**src/design/sswq_pkg.sv**
```systemverilog
// sswq_pkg: shared types and codes of the sorted sleep/wake-up queue
// depends on nothing; used by the cell, the top level and the checker
`default_nettype none
package sswq_pkg;

	localparam int TICK_W = 63;

	typedef enum logic [1:0] {
		KIND_ACCEPT = 2'd0,
		KIND_REJECT = 2'd1,
		KIND_WOKEN  = 2'd2
	} kind_t;

	typedef enum logic [1:0] {
		ST_IDLE,
		ST_INSERT,
		ST_DRAIN
	} state_t;

	typedef enum logic [1:0] {
		CELL_HOLD,
		CELL_INSERT,
		CELL_POP
	} cell_cmd_t;

	typedef struct packed {
		cell_cmd_t           cmd;
		logic [TICK_W-1:0]   new_wake;
	} cell_ctrl_t;

endpackage
`default_nettype wire

```
**src/design/sswq_cell.sv**
```systemverilog
// sswq_cell: one slot of the sorted queue chain, holds a wake-up tick and a thread id
// depends on sswq_pkg; instantiated in a row by sorted_sleep_wakeup_queue_top
`default_nettype none
module sswq_cell #(
	parameter int ID_BITS = 8
) (
	input  wire                          clk,
	input  sswq_pkg::cell_ctrl_t         ctrl,
	input  wire  [ID_BITS-1:0]           new_id,
	input  wire                          occ,
	input  wire                          prev_le,
	input  wire  [sswq_pkg::TICK_W-1:0]  prev_wake,
	input  wire  [ID_BITS-1:0]           prev_id,
	input  wire  [sswq_pkg::TICK_W-1:0]  next_wake,
	input  wire  [ID_BITS-1:0]           next_id,
	output logic [sswq_pkg::TICK_W-1:0]  wake,
	output logic [ID_BITS-1:0]           id,
	output logic                         le
);

	logic [sswq_pkg::TICK_W-1:0] wake_q;
	logic [ID_BITS-1:0]          id_q;

	// stays ahead of the new item when occupied and not later
	assign le   = occ && (wake_q <= ctrl.new_wake);
	assign wake = wake_q;
	assign id   = id_q;

	always_ff @(posedge clk) begin
		case (ctrl.cmd)
			sswq_pkg::CELL_INSERT: begin
				if (!le) begin
					if (prev_le) begin
						wake_q <= ctrl.new_wake;
						id_q   <= new_id;
					end else begin
						wake_q <= prev_wake;
						id_q   <= prev_id;
					end
				end
			end
			sswq_pkg::CELL_POP: begin
				wake_q <= next_wake;
				id_q   <= next_id;
			end
			default: begin
			end
		endcase
	end

endmodule
`default_nettype wire

```
**src/design/sorted_sleep_wakeup_queue_top.sv**
```systemverilog
// sorted_sleep_wakeup_queue_top: tick counter plus a sorted chain of sleeper cells
// depends on sswq_pkg and sswq_cell
//
// usage:
//   slave channel takes one item: tuser = op (0 sleep request, 1 timer tick),
//   tdata = sleep_ticks and thread_id. master channel gives results: tuser = kind,
//   tlast = last, tdata = woken_id and now_tick.
//   a sleep request first forms and registers the wake-up tick, then every cell
//   compares it and shifts in parallel while the accept result is loaded into the
//   output register. a request on a full queue is rejected, its result registered
//   in the cycle after the item, and the sequencer stays idle.
//   a tick bumps the counter, then pops the head one result per cycle while it is
//   due and the output register is free; a tick that wakes nobody gives no result
//   and goes from the drain state back to idle. the drain rate is set by the
//   single output register.
//   the slave side is ready only between items and while the output register is
//   free or being taken; a stall on the master side holds the result and pauses
//   the drain. reset clears the counter, the entry count and the output valid flag.
`default_nettype none
module sorted_sleep_wakeup_queue_top #(
	parameter int QUEUE_DEPTH = 16,
	parameter int ID_BITS     = 8
) (
	input  wire         clk,
	input  wire         arst_n,
	input  wire         s_tvalid,
	output logic        s_tready,
	input  wire  [39:0] s_tdata,   // sleep_ticks[31:0], thread_id[39:32]
	input  wire  [0:0]  s_tuser,   // op[0]
	output logic        m_tvalid,
	input  wire         m_tready,
	output logic [71:0] m_tdata,   // woken_id[7:0], now_tick[70:8], zero[71]
	output logic [1:0]  m_tuser,   // kind[1:0]
	output logic        m_tlast
);

	localparam int CNT_W = $clog2(QUEUE_DEPTH + 1);
	localparam int TW    = sswq_pkg::TICK_W;

	sswq_pkg::state_t state_q, state_d;

	logic [TW-1:0]      tick_q;
	logic [CNT_W-1:0]   count_q;
	logic [TW-1:0]      wake_q;
	logic [ID_BITS-1:0] id_q;

	logic               out_valid_q;
	sswq_pkg::kind_t    out_kind_q;
	logic [7:0]         out_id_q;
	logic [TW-1:0]      out_tick_q;
	logic               out_last_q;

	logic               out_free;
	logic               in_acc;
	logic               full;
	logic [TW:0]        wake_sum;
	logic [TW-1:0]      wake_sat;
	logic [ID_BITS-1:0] in_id;
	logic               head_due;
	logic               next_due;

	logic               out_load;
	sswq_pkg::kind_t    out_kind_d;
	logic [7:0]         out_id_d;
	logic [TW-1:0]      out_tick_d;
	logic               out_last_d;
	logic               start_insert;
	logic               do_insert;
	logic               do_pop;
	logic               do_tick;

	sswq_pkg::cell_ctrl_t ctrl;

	logic [TW-1:0]      cell_wake [QUEUE_DEPTH];
	logic [ID_BITS-1:0] cell_id   [QUEUE_DEPTH];
	logic               cell_le   [QUEUE_DEPTH];

	assign out_free = !out_valid_q || m_tready;
	assign s_tready = (state_q == sswq_pkg::ST_IDLE) && out_free;
	assign in_acc   = s_tvalid && s_tready;
	assign full     = (count_q == CNT_W'(QUEUE_DEPTH));
	assign in_id    = ID_BITS'(s_tdata[39:32]);
	assign wake_sum = {1'b0, tick_q} + (TW + 1)'(s_tdata[31:0]);
	assign wake_sat = wake_sum[TW] ? {TW{1'b1}} : wake_sum[TW-1:0];
	assign head_due = (count_q != '0) && (cell_wake[0] <= tick_q);
	assign next_due = (count_q > CNT_W'(1)) && (cell_wake[1] <= tick_q);

	// next state
	always_comb begin
		state_d = state_q;
		unique case (state_q)
			sswq_pkg::ST_IDLE: begin
				if (in_acc) begin
					if (s_tuser[0])
						state_d = sswq_pkg::ST_DRAIN;
					else if (!full)
						state_d = sswq_pkg::ST_INSERT;
				end
			end
			sswq_pkg::ST_INSERT: begin
				state_d = sswq_pkg::ST_IDLE;
			end
			sswq_pkg::ST_DRAIN: begin
				if (!head_due)
					state_d = sswq_pkg::ST_IDLE;
				else if (out_free && !next_due)
					state_d = sswq_pkg::ST_IDLE;
			end
			default: state_d = sswq_pkg::ST_IDLE;
		endcase
	end

	// outputs of the sequencer
	always_comb begin
		out_load     = 1'b0;
		out_kind_d   = sswq_pkg::KIND_ACCEPT;
		out_id_d     = 8'(id_q);
		out_tick_d   = tick_q;
		out_last_d   = 1'b1;
		start_insert = 1'b0;
		do_insert    = 1'b0;
		do_pop       = 1'b0;
		do_tick      = 1'b0;
		unique case (state_q)
			sswq_pkg::ST_IDLE: begin
				if (in_acc) begin
					if (s_tuser[0]) begin
						do_tick = 1'b1;
					end else if (full) begin
						out_load   = 1'b1;
						out_kind_d = sswq_pkg::KIND_REJECT;
						out_id_d   = 8'(in_id);
					end else begin
						start_insert = 1'b1;
					end
				end
			end
			sswq_pkg::ST_INSERT: begin
				do_insert  = 1'b1;
				out_load   = 1'b1;
				out_kind_d = sswq_pkg::KIND_ACCEPT;
			end
			sswq_pkg::ST_DRAIN: begin
				if (head_due && out_free) begin
					do_pop     = 1'b1;
					out_load   = 1'b1;
					out_kind_d = sswq_pkg::KIND_WOKEN;
					out_id_d   = 8'(cell_id[0]);
					out_last_d = !next_due;
				end
			end
			default: begin
			end
		endcase
	end

	always_comb begin
		ctrl.new_wake = wake_q;
		if (do_insert)
			ctrl.cmd = sswq_pkg::CELL_INSERT;
		else if (do_pop)
			ctrl.cmd = sswq_pkg::CELL_POP;
		else
			ctrl.cmd = sswq_pkg::CELL_HOLD;
	end

	always_ff @(posedge clk or negedge arst_n) begin
		if (!arst_n) begin
			state_q     <= sswq_pkg::ST_IDLE;
			tick_q      <= '0;
			count_q     <= '0;
			out_valid_q <= 1'b0;
		end else begin
			state_q <= state_d;
			if (do_tick)
				tick_q <= tick_q + TW'(1);
			if (do_insert)
				count_q <= count_q + CNT_W'(1);
			else if (do_pop)
				count_q <= count_q - CNT_W'(1);
			if (out_load)
				out_valid_q <= 1'b1;
			else if (m_tready)
				out_valid_q <= 1'b0;
		end
	end

	always_ff @(posedge clk) begin
		if (start_insert) begin
			wake_q <= wake_sat;
			id_q   <= in_id;
		end
		if (out_load) begin
			out_kind_q <= out_kind_d;
			out_id_q   <= out_id_d;
			out_tick_q <= out_tick_d;
			out_last_q <= out_last_d;
		end
	end

	for (genvar i = 0; i < QUEUE_DEPTH; i++) begin : g_cell
		logic               occ;
		logic               prev_le;
		logic [TW-1:0]      prev_wake;
		logic [ID_BITS-1:0] prev_id;
		logic [TW-1:0]      next_wake;
		logic [ID_BITS-1:0] next_id;

		assign occ = (count_q > CNT_W'(i));

		if (i == 0) begin : g_head
			assign prev_le   = 1'b1;
			assign prev_wake = wake_q;
			assign prev_id   = id_q;
		end else begin : g_body
			assign prev_le   = cell_le[i-1];
			assign prev_wake = cell_wake[i-1];
			assign prev_id   = cell_id[i-1];
		end

		if (i == QUEUE_DEPTH - 1) begin : g_tail
			assign next_wake = '0;
			assign next_id   = '0;
		end else begin : g_inner
			assign next_wake = cell_wake[i+1];
			assign next_id   = cell_id[i+1];
		end

		sswq_cell #(
			.ID_BITS (ID_BITS)
		) u_cell (
			.clk       (clk),
			.ctrl      (ctrl),
			.new_id    (id_q),
			.occ       (occ),
			.prev_le   (prev_le),
			.prev_wake (prev_wake),
			.prev_id   (prev_id),
			.next_wake (next_wake),
			.next_id   (next_id),
			.wake      (cell_wake[i]),
			.id        (cell_id[i]),
			.le        (cell_le[i])
		);
	end

	assign m_tvalid = out_valid_q;
	assign m_tdata  = {1'b0, out_tick_q, out_id_q};
	assign m_tuser  = out_kind_q;
	assign m_tlast  = out_last_q;

endmodule
`default_nettype wire

```
**config.mk**
```make
export PLATFORM = sky130hd
export DESIGN_NAME = sorted_sleep_wakeup_queue_top
export DESIGN_NICKNAME = d
export VERILOG_FILES = /design/src/design/sswq_pkg.sv /design/src/design/sswq_cell.sv /design/src/design/sorted_sleep_wakeup_queue_top.sv
export SDC_FILE = /design/constraint.sdc
export NUM_CORES = 2
export LEC_CHECK = 0
export BUFFER_PORTS_ARGS = -buffer_cell sky130_fd_sc_hd__buf_4
export CAP_MARGIN = 10
export CORE_MARGIN = 5
export CORE_UTILIZATION = 65
export CTS_CLUSTER_SIZE = 10
export DETAILED_ROUTE_END_ITERATION = 10
export HOLD_SLACK_MARGIN = 0.08
export PLACE_DENSITY_LB_ADDON = 0.1
export SLEW_MARGIN = 40
export SYNTH_ARGS = -nofsm -noshare
export SYNTH_HDL_FRONTEND = slang
export SYNTH_SLANG_ARGS = --single-unit
export TNS_END_PERCENT = 1
```
**constraint.sdc**
```tcl
create_clock -name clk -period 14.6 [get_ports clk]
set_input_delay 0.73 -clock clk [delete_from_list [all_inputs] [get_ports clk]]
set_output_delay 0.73 -clock clk [all_outputs]
set_load 0.005 [all_outputs]
```
==> out/metrics.csv <==
stage;metric;value;unit
timing;Worst-Margin Slew;981;ps
detailed_routing;total routed wirelength;354000;µm
global_routing;first-pass GRT wire length;529000;µm
floorplanning;Die Y;396;µm
worst_setup_path;critical path startpoint category;flop;
synthesis;top-count cell post-synth;edfxtp_1;
clock_tree;H-tree depth;4;
synthesis;Post-synth EDFFs;1281;
timing;Period minus WS final;6600;ps
power_and_ir_drop;leakage power;40.1;nW
detailed_routing;DRT iter0 DRCs;12600;
worst_setup_path;setup slack, reg-to-reg;8000;ps
timing;worst setup margin;8000;ps
synthesis;Syn Area/Cell;9.84;µm²
synthesis;ys flop type;edfxtp_1;
synthesis;Cell variety after synth;89;
synthesis;synth top area cells;edfxtp_1, ha_1, mux2i_1;
synthesis;Seq/Total Area, Yosys;0.415;
detailed_routing;Vias/cell;7.58;
detailed_routing;DRC viols;0;
synthesis;area share of the largest cell type after synthesis;0.396;
clock_tree;clock sinks;1352;
global_routing;initial antenna violation count;12;
min_path;hold path depth;1;
final_layout;layout cells sized above 1;0.0734;
floorplanning;Rows;141;
timing;Setup TNS Final;0;ps
job;max_cap viols;0;
global_routing;GRT Total Usage;0.434;
min_path;Min-Delay Path Class;in -> reg;
synthesis;Yosys warnings;0;
synthesis;syn_nets;11100;
synthesis;Synth area leader;edfxtp_1;
worst_setup_path;kind of critical path;reg -> reg;
final_layout;Non-Filler Instances;11700;
synthesis;Synth top cells by count;edfxtp_1, ha_1, o21ai_0;
clock_tree;PostCTS Resize Cnt;0;
worst_setup_path;CP arrival;7250;ps
detailed_routing;wire length per cell;30.4;µm
worst_setup_path;worst reg2reg path depth;13;
worst_setup_path;CP Max Fanout;47;
clock_tree;TritonCTS clock tree;yes;
timing;Final Hold Viols;0;
timing;Slew Viols, Final;0;
timing;skew final;38.5;ps
power_and_ir_drop;P per Cell Area;164;mW/mm²
place;dpl cells;11400;
timing;# setup viols final;0;
final_layout;Area Growth Syn to Fin;7.82;%
worst_setup_path;slowest CP cell;edfxtp_1;
worst_setup_path;Worst setup EP type;flop;
synthesis;Seq cells post-synth;1352;
worst_setup_path;CP most frequent cell;buf_4;
power_and_ir_drop;maximum vdd drop;256;µV
clock_tree;Post-CTS Setup Repair Bufs;0;
global_routing;vias in the first global route;86100;
timing;period utilization;0.452;
worst_setup_path;CP cell instances;inv_1 -> buf_4 -> ha_1 -> and4_1 -> nand4_1 -> nor4_2 -> nand3_1 -> o21bai_1 -> nand4_1 -> buf_4 -> buf_4 -> mux2_2 -> a31oi_1;
detailed_routing;DR vias;88300;
timing;Slew headroom;0.344;
min_path;Min-Delay Endpoint;g_cell[0].prev_id[0];
status;status;finished, final reports clean;
floorplanning;number of I/O pins;122;
synthesis;Mapped Area;0.0970;mm²
clock_tree;Clock Pin Slew Worst Setup and Hold Paths;60;ps
worst_setup_path;CP peak stage delay;900;ps
timing;Max Fclk;152;MHz
detailed_routing;DR pass1 iterations;10;
floorplanning;Initial Util;0.656;
clock_tree;Max Buffers Root-to-Sink;3;
floorplanning;Chip Width;396;µm
clock_tree;CTS Buf Count;161;
place;PortBufs;120;
detailed_routing;Detail Route Antenna Nets;0;
min_path;Min-Delay Startpoint;s_tdata[32];
floorplanning;total core area;0.148;mm²
timing;RSZ-0062 raised after global routing;no;
worst_setup_path;FF-to-FF End;g_cell[9].u_cell.wake[4];
place;DP Worst Slack;8130;ps
floorplanning;die area;0.157;mm²
synthesis;Mapped Cells;9860;
global_routing;GR Overflow Total;0;
worst_setup_path;Crit path required time;15250;ps
worst_setup_path;reg2reg start;g_cell[0].prev_wake[59];
clock_tree;worst skew pair latency;830;ps
synthesis;Async SR Flop Fraction;0.0525;
final_layout;nets;10800;
global_routing;largest net degree at the start of global routing;156;
clock_tree;Root Buffer;clkbuf_16;
place;GP Congestion;0.969;
place;DP HPWL;240000;µm
==> power by group <==
group,internal [mW],switching [mW]
clock,2.08,1.71
combinational,2.45,4.61
sequential,5.56,0.731
==> stage by stage <==
stage	instance area (µm²)	power, mW	util	hold slack, ps
2_1_floorplan	97000	10.8	-	420
3_3_place_gp	99200	12.7	0.671	447
3_5_place_dp	99800	13.0	0.674	456
4_1_cts	104000	16.7	0.705	81.3
5_1_grt	105000	17.8	0.707	101
6_report	105000	17.1	0.707	111
==> routing by layer <==
layer	wire, µm	GRT usage	up-vias
met5	72	0	-
met4	25500	0.262	10
met3	47300	0.127	1603
met2	154000	0.657	6907
met1	127000	0.552	42100
li1	-	-	37700
==> state kept, by name, indices dropped and copies added, names as in the netlist <==
signal / count
out_id_q: 8
g_cell.u_cell.id: 128
out_tick_q: 63
out_tick_d: 63
m_tvalid: 1
count_q: 5
m_tlast: 1
g_cell.prev_id: 8
m_tuser: 2
state_q: 2
g_cell.prev_wake: 63
g_cell.u_cell.wake: 1008
==> critical path: cells and delay by family (launching register included) <==
family / cells / cell delay [ps]
simple gates: 5 / 2230
buf+inv: 4 / 1680
flops: 1 / 900
compound gates: 2 / 720
mux: 1 / 430
fa+ha+maj: 1 / 340
==> area by class of cell <==
class                           count  area (µm²)
Clock buffer                      225        4390
Timing Repair Buffer              347        3030
Multi-Input combinational cell   7570       53600
Sequential cell                  1352       40200
Inverter                          195         747
Tap cell                         1930        2410
Antenna cell                        8        20.0
Fill cell                       11100       43400
Clock inverter                     28         209
==> how the worst max path moves through the flow <==
stage                            startpoint                         end  slack, ps  cells past startpoint
floorplan           g_cell[0].prev_wake[58]      g_cell[2].u_cell.id[0]       6060                     11
global placement                   m_tready  g_cell[12].u_cell.wake[51]       7650                     10
detailed placement                 m_tready   g_cell[1].u_cell.wake[47]       8130                     10
CTS                          out_tick_d[50]   g_cell[12].u_cell.wake[4]       8150                     13
global route                 out_tick_d[50]   g_cell[1].u_cell.wake[18]       7980                     13
finish              g_cell[0].prev_wake[59]    g_cell[9].u_cell.wake[4]       8000                     13
==> layout by cell type, fill, tap and decap left out, drive strengths merged, types with 225 or more instances in the layout <==
cell    instances
nand2         510
buf           341
nor3          428
o21ai        1240
edfxtp       1281
nand4         225
ha           1172
nand3        1137
mux2i         714
clkbuf        227
a31oi         307
nor2          281
a21oi         595
==> repair_timing <==
item / in CTS / in global routing
hold buffers: 4 / 0
hold endpoints to repair: 30 / 0
setup endpoints to repair: 0 / 0
==> logic make-up (layout without fill, tap and decap cells) <==
group | Yosys count | in the layout | share of synthesized area
AOI/OAI and AO/OA | 2692 | 2692 | 0.160
buffers and inverters | 938 | 795 | 0.0396
muxes | 787 | 787 | 0.0821
DFF | 1352 | 1352 | 0.415
other | 1 | 9 | 0.0000386
adders and majority gates | 1173 | 1173 | 0.151
xor gates and xnor gates | 94 | 94 | 0.00848
and+or+nand+nor | 2823 | 2823 | 0.144
Power figures use the tool's default switching activity.
